[src/rtl/mcu_pkg.sv]
// Shared types and constants of the measurement calibration unit.
package mcu_pkg;

    // Pipeline depth: stages inside the datapath units, plus the output register.
    localparam int PIPE_STAGES = 10;
    localparam int NUM_STAGES  = PIPE_STAGES + 1;

    // Quantity codes carried by a request.
    localparam logic [2:0] OP_VPP  = 3'd0;
    localparam logic [2:0] OP_VRMS = 3'd1;
    localparam logic [2:0] OP_FREQ = 3'd2;
    localparam logic [2:0] OP_COMP = 3'd3;
    localparam logic [2:0] OP_DC   = 3'd4;

    // Configuration register indexes.
    localparam logic [2:0] REG_ENABLED   = 3'd0;
    localparam logic [2:0] REG_VPP_GAIN  = 3'd1;
    localparam logic [2:0] REG_VRMS_GAIN = 3'd2;
    localparam logic [2:0] REG_COMP_GAIN = 3'd3;
    localparam logic [2:0] REG_FREQ_LOW  = 3'd4;
    localparam logic [2:0] REG_FREQ_HIGH = 3'd5;
    localparam logic [2:0] REG_DC_LOW    = 3'd6;
    localparam logic [2:0] REG_DC_HIGH   = 3'd7;

    // Which unit supplies the result of a request.
    typedef enum logic [1:0] {
        SEL_PASS,
        SEL_POLY,
        SEL_DIV
    } mcu_sel_t;

    // Operands of the polynomial unit.
    typedef struct packed {
        logic signed [31:0] c0;
        logic signed [31:0] lin;
        logic signed [31:0] sq;
        logic signed [31:0] cube;
        logic signed [32:0] x;
        logic [31:0]        ax;
        logic               xneg;
        logic               is_dc;
    } poly_in_t;

endpackage

[src/rtl/mcu_div.sv]
// Pipelined restoring divider for the voltage gain path.
module mcu_div (
    input  logic                             clk,
    input  logic [mcu_pkg::PIPE_STAGES-1:0]  load,
    input  logic [31:0]                      ux,
    input  logic [15:0]                      gain,
    output logic [31:0]                      quo,
    output logic                             sat
);
    import mcu_pkg::*;

    typedef struct packed {
        logic [16:0] rem;
        logic [31:0] dvd;
        logic [31:0] quo;
        logic [16:0] den;
        logic        sat;
    } div_stage_t;

    // Four quotient bits per stage.
    function automatic div_stage_t div_step4(input div_stage_t a);
        div_stage_t r;
        logic [17:0] t;
        r = a;
        for (int i = 0; i < 4; i++)
        begin
            t = {r.rem, r.dvd[31]};
            r.dvd = {r.dvd[30:0], 1'b0};
            if (t >= {1'b0, r.den})
            begin
                r.rem = 17'(t - {1'b0, r.den});
                r.quo = {r.quo[30:0], 1'b1};
            end
            else
            begin
                r.rem = t[16:0];
                r.quo = {r.quo[30:0], 1'b0};
            end
        end
        return r;
    endfunction

    div_stage_t st_reg  [PIPE_STAGES];
    div_stage_t st_next [PIPE_STAGES];
    logic [45:0] num;

    // Numerator X*8192 + g over divisor 2g gives the rounded quotient.
    always_comb
    begin
        num = {1'b0, ux, 13'd0} + 46'(gain);
        st_next[0].rem = 17'(num[45:32]);
        st_next[0].dvd = num[31:0];
        st_next[0].quo = 32'd0;
        st_next[0].den = {gain, 1'b0};
        st_next[0].sat = 17'(num[45:32]) >= {gain, 1'b0};
        for (int s = 0; s < 8; s++)
        begin
            st_next[s + 1] = div_step4(st_reg[s]);
        end
        st_next[PIPE_STAGES - 1] = st_reg[PIPE_STAGES - 2];
    end

    always_ff @(posedge clk)
    begin
        for (int s = 0; s < PIPE_STAGES; s++)
        begin
            if (load[s])
            begin
                st_reg[s] <= st_next[s];
            end
        end
    end

    assign quo = st_reg[PIPE_STAGES - 1].quo;
    assign sat = st_reg[PIPE_STAGES - 1].sat;

endmodule

[config.mk]
export PLATFORM = sky130hd
export DESIGN_NAME = mcu_div
export DESIGN_NICKNAME = d
export VERILOG_FILES = /design/src/rtl/mcu_pkg.sv /design/src/rtl/mcu_div.sv
export SDC_FILE = /design/constraint.sdc
export NUM_CORES = 2
export LEC_CHECK = 0
export CORE_ASPECT_RATIO = 0.8
export CORE_UTILIZATION = 40
export CTS_CLUSTER_DIAMETER = 100
export DETAILED_ROUTE_END_ITERATION = 12
export DONT_BUFFER_PORTS = 1
export GPL_ROUTABILITY_DRIVEN = 0
export HOLD_SLACK_MARGIN = 0.08
export PLACE_DENSITY = 0.6
export RECOVER_POWER = 50
export SLEW_MARGIN = 20
export SYNTH_ARGS = -nofsm -noshare
export SYNTH_HDL_FRONTEND = slang
export SYNTH_SLANG_ARGS = --single-unit
[constraint.sdc]
create_clock -name clk -period 11.4 [get_ports clk]
set_input_delay 1.14 -clock clk [delete_from_list [all_inputs] [get_ports clk]]
set_output_delay 1.14 -clock clk [all_outputs]
set_load 0.03 [all_outputs]
==> flow_results.xml <==
<?xml version="1.0" encoding="UTF-8"?>
<metrics>
  <group name="status">
    <metric name="outcome" unit="">completed</metric>
  </group>
  <group name="clock_tree">
    <metric name="cts_root_buf" unit="">clkbuf_16</metric>
    <metric name="cts.reportedPaths.clkPinSlew" unit="ns">0.06</metric>
    <metric name="clock_insertion_delay_worst_skew" unit="ns">0.69</metric>
    <metric name="cts_inserted_buffers" unit="">57</metric>
    <metric name="tritoncts" unit="">done</metric>
    <metric name="cts-root-to-sink-buffers" unit="">3</metric>
    <metric name="cts-htree-levels" unit="">2</metric>
    <metric name="clock-sinks" unit="">499</metric>
    <metric name="cts_hold_buffers" unit="">0</metric>
  </group>
  <group name="worst_hold_path">
    <metric name="hold-path-cell-count" unit="">0</metric>
    <metric name="worst_hold_path_type" unit="">reg -&gt; reg</metric>
    <metric name="worst_hold_startpoint" unit="">st_reg[2][18]</metric>
    <metric name="hold-path-endpoint" unit="">st_reg[3][22]</metric>
  </group>
  <group name="logic_synthesis">
    <metric name="synthesis.yosys.warnings" unit="">0</metric>
    <metric name="synth_enable_flop_cells" unit="">499</metric>
    <metric name="flops_latches_synth" unit="">499</metric>
    <metric name="postSynthNetCount" unit="">5098</metric>
    <metric name="avgSynthCellArea" unit="sq um">9.78</metric>
    <metric name="synthDominantCellAreaShare" unit="%">34.2</metric>
    <metric name="postSynthCellCount" unit="">4482</metric>
    <metric name="syn_area" unit="sq um">43900</metric>
    <metric name="distinct_cells_synth" unit="">99</metric>
    <metric name="synth_ff_type" unit="">edfxtp_1</metric>
    <metric name="netlist.top_cell.by_area" unit="">edfxtp_1</metric>
    <metric name="synth.top_cells.by_area" unit="">edfxtp_1, ha_1, xnor2_1</metric>
    <metric name="sequential_to_total_area_share_from_yosys_stat" unit="%">34.2</metric>
    <metric name="synthArstFlopShare" unit="%">0</metric>
  </group>
  <group name="placement">
    <metric name="hpwlAfterDp" unit="um">94300</metric>
    <metric name="place.port_buffers" unit="">0</metric>
  </group>
  <group name="finish">
    <metric name="layout_nets" unit="">5164</metric>
    <metric name="seq_area" unit="sq um">15000</metric>
    <metric name="antenna-diode-count" unit="">0</metric>
    <metric name="drive_gt1_share" unit="%">10.1</metric>
    <metric name="footprint_of_the_multi_input_gates" unit="sq um">27500</metric>
    <metric name="largest_register_ff_count" unit="">499</metric>
    <metric name="filler_cell_count" unit="">10300</metric>
    <metric name="areaGrowthSynthToFinish" unit="%">9.30</metric>
  </group>
  <group name="route">
    <metric name="wl_per_cell" unit="um">20.0</metric>
    <metric name="postRouteAntennaNets" unit="">0</metric>
    <metric name="post-route-drc-count" unit="">0</metric>
    <metric name="detail_route.vias_per_cell" unit="">5.66</metric>
    <metric name="drt-met1-wl" unit="um">60700</metric>
    <metric name="number_of_search_and_repair_iterations_in_the_first_detailed_routing_pass" unit="">5</metric>
    <metric name="drt_wl_total" unit="um">120000</metric>
    <metric name="highest_layer" unit="">met4</metric>
    <metric name="dr_wl_met3" unit="um">6690</metric>
    <metric name="detailroute.wirelength.met2" unit="um">50400</metric>
    <metric name="routed-via-count" unit="">34100</metric>
    <metric name="drt_first_iter_violations" unit="">2989</metric>
  </group>
  <group name="critical_path">
    <metric name="critical_path_arrival" unit="ns">11.28</metric>
    <metric name="critical_path.reg2reg.startpoint" unit="">st_reg[3][68]</metric>
    <metric name="path_class" unit="">reg -&gt; reg</metric>
    <metric name="worst-r2r-cell-count" unit="">41</metric>
    <metric name="crit_path_max_fanout" unit="">20</metric>
    <metric name="worstPathRequired" unit="ns">11.83</metric>
    <metric name="rrSetupSlack" unit="ns">0.55</metric>
    <metric name="crit_path_end_kind" unit="">flip-flop</metric>
    <metric name="startpoint_type" unit="">flip-flop</metric>
    <metric name="cp_slowest_stage_delay" unit="ns">0.52</metric>
    <metric name="critical_path.most_common_cell" unit="">a21oi_1</metric>
    <metric name="critical_path.slowest_cell" unit="">a211o_2</metric>
    <metric name="r2r-end" unit="">st_reg[4][97]</metric>
  </group>
  <group name="sta">
    <metric name="worst_hold_slack" unit="ns">0.365</metric>
    <metric name="setup-violations-final" unit="">0</metric>
    <metric name="slew-limit-headroom" unit="%">51.0</metric>
    <metric name="final.min_clock_period" unit="ns">10.85</metric>
    <metric name="clock-skew-final" unit="ns">0.0696</metric>
    <metric name="tightest_slew" unit="ns">0.728</metric>
    <metric name="clock.fmax" unit="MHz">92.1</metric>
    <metric name="report.final.hold_viol_count" unit="">0</metric>
    <metric name="period_share" unit="%">95.2</metric>
    <metric name="final_max_slew_viol_count" unit="">0</metric>
  </group>
  <group name="die">
    <metric name="floorplan.initialDensity" unit="%">40.4</metric>
    <metric name="num_io_pins" unit="">92</metric>
    <metric name="chipWidth" unit="um">372</metric>
    <metric name="placeableCoreArea" unit="sq um">109000</metric>
    <metric name="die_h" unit="um">298</metric>
    <metric name="placementRows" unit="">108</metric>
    <metric name="die_area" unit="sq um">111000</metric>
  </group>
  <group name="run">
    <metric name="maxCapViolCount" unit="">0</metric>
  </group>
  <group name="global_route">
    <metric name="track_usage" unit="%">21.2</metric>
    <metric name="grt_overflow" unit="">0</metric>
    <metric name="antenna_found_initial" unit="">1</metric>
    <metric name="grt_pass1_wl" unit="um">185000</metric>
    <metric name="grt_start_max_net_pins" unit="">62</metric>
    <metric name="first_global_vias" unit="">32000</metric>
  </group>
</metrics>
-- worst max path at each step --
stage,startpoint,endpoint,slack (ns),depth (start not counted)
after CTS,st_reg[3][63],st_reg[4][83],0.14,40
final,st_reg[3][68],st_reg[4][97],0.55,41
after global placement,st_reg[3][63],st_reg[4][83],0.17,40
after detailed placement,st_reg[3][63],st_reg[4][83],0.20,40
after floorplan,st_reg[0][51],st_reg[1][97],0.75,42
after global routing,st_reg[4][76],st_reg[5][87],-0.03,41
-- placed cells by master (no fill, tap or decap), drive strengths merged, types with 52 or more instances in the layout --
cell type	count
mux2	231
a21oi	375
o21bai	52
xor2	141
nor2	305
o21ai	259
buf	77
ha	525
nand4	67
edfxtp	499
nand2	281
o21a	62
clkbuf	66
nor3	72
nor2b	69
a21o	181
inv	335
xnor2	272
nand3	79
-- stage by stage --
stage	instance area [sq um]	util, %	TNS, ns	worst slack [ns]	cells
finish	47900	44.2	0	0.546	6024
floorplan	43900	-	0	0.747	4482
global placement	45800	42.2	0	0.171	5900
global route	47900	44.2	-0.123	-0.0265	6024
CTS	47700	43.9	0	0.141	6005
detailed placement	45800	42.2	0	0.198	5900
-- cell families after synthesis --
family                   synth area share (%)
AO/OA/AOI/OAI                            18.5
flip-flops                               34.2
adder cells (fa/ha/maj)                  16.4
XOR/XNOR                                 8.25
multiplexers                             6.98
buffers and inverters                    3.53
AND/OR/NAND/NOR                          12.1
-- layout make-up --
class                           count  area share (%)
Clock buffer                       66            3.05
Clock inverter                     39           0.854
Inverter                          331            2.61
Multi-Input combinational cell   3582            57.3
Sequential cell                   499            31.3
Tap cell                         1430            3.73
Timing Repair Buffer               77            1.21
-- Yosys cell counts, types with 18 or more instances --
master	count
a21oi_1	372
o221ai_1	18
fa_1	32
and2_1	24
nand3_1	78
mux2_4	19
a211oi_1	27
o31ai_1	23
edfxtp_1	499
mux2_1	29
nand2b_1	50
nand4_1	67
o21ai_1	19
a21o_1	181
o21bai_1	52
nor2b_1	69
nand2_1	278
nor4_1	23
mux2i_1	39
or2_2	23
o21ai_0	240
nor2_1	304
a31oi_1	40
nor3_1	72
xnor2_1	272
clkbuf_1	44
and3_1	37
ha_1	525
mux2_2	183
inv_1	322
o21a_1	62
xor2_1	141
-- repair_timing --
action / 4_1_cts / 5_1_grt
setup endpoints to repair: 0 / 119
buffers inserted: 0 / 19
gates resized for setup: 0 / 32
-- per-layer routing --
metal  vias to the layer above  global-route usage (%)
li1                      16900                       -
met2                       907                    31.6
met3                       155                    2.80
met4                         0                    5.10
met5                         -                       0
met1                     16200                    32.1
-- critical path: cells and delay by family (launching register included) --
| kind | cells | cell delay [ns] |
|---|---|---|
| buffers and inverters | 4 | 0.91 |
| AND/OR/NAND/NOR | 8 | 1.91 |
| AO/OA/AOI/OAI | 23 | 5.26 |
| adder cells (fa/ha/maj) | 4 | 1.38 |
| flip-flops | 1 | 0.47 |
| multiplexers | 2 | 0.71 |
Power is left out: the tool's default activity adds up to more than one toggle a clock period on the data nets, which glitch-free logic cannot reach.
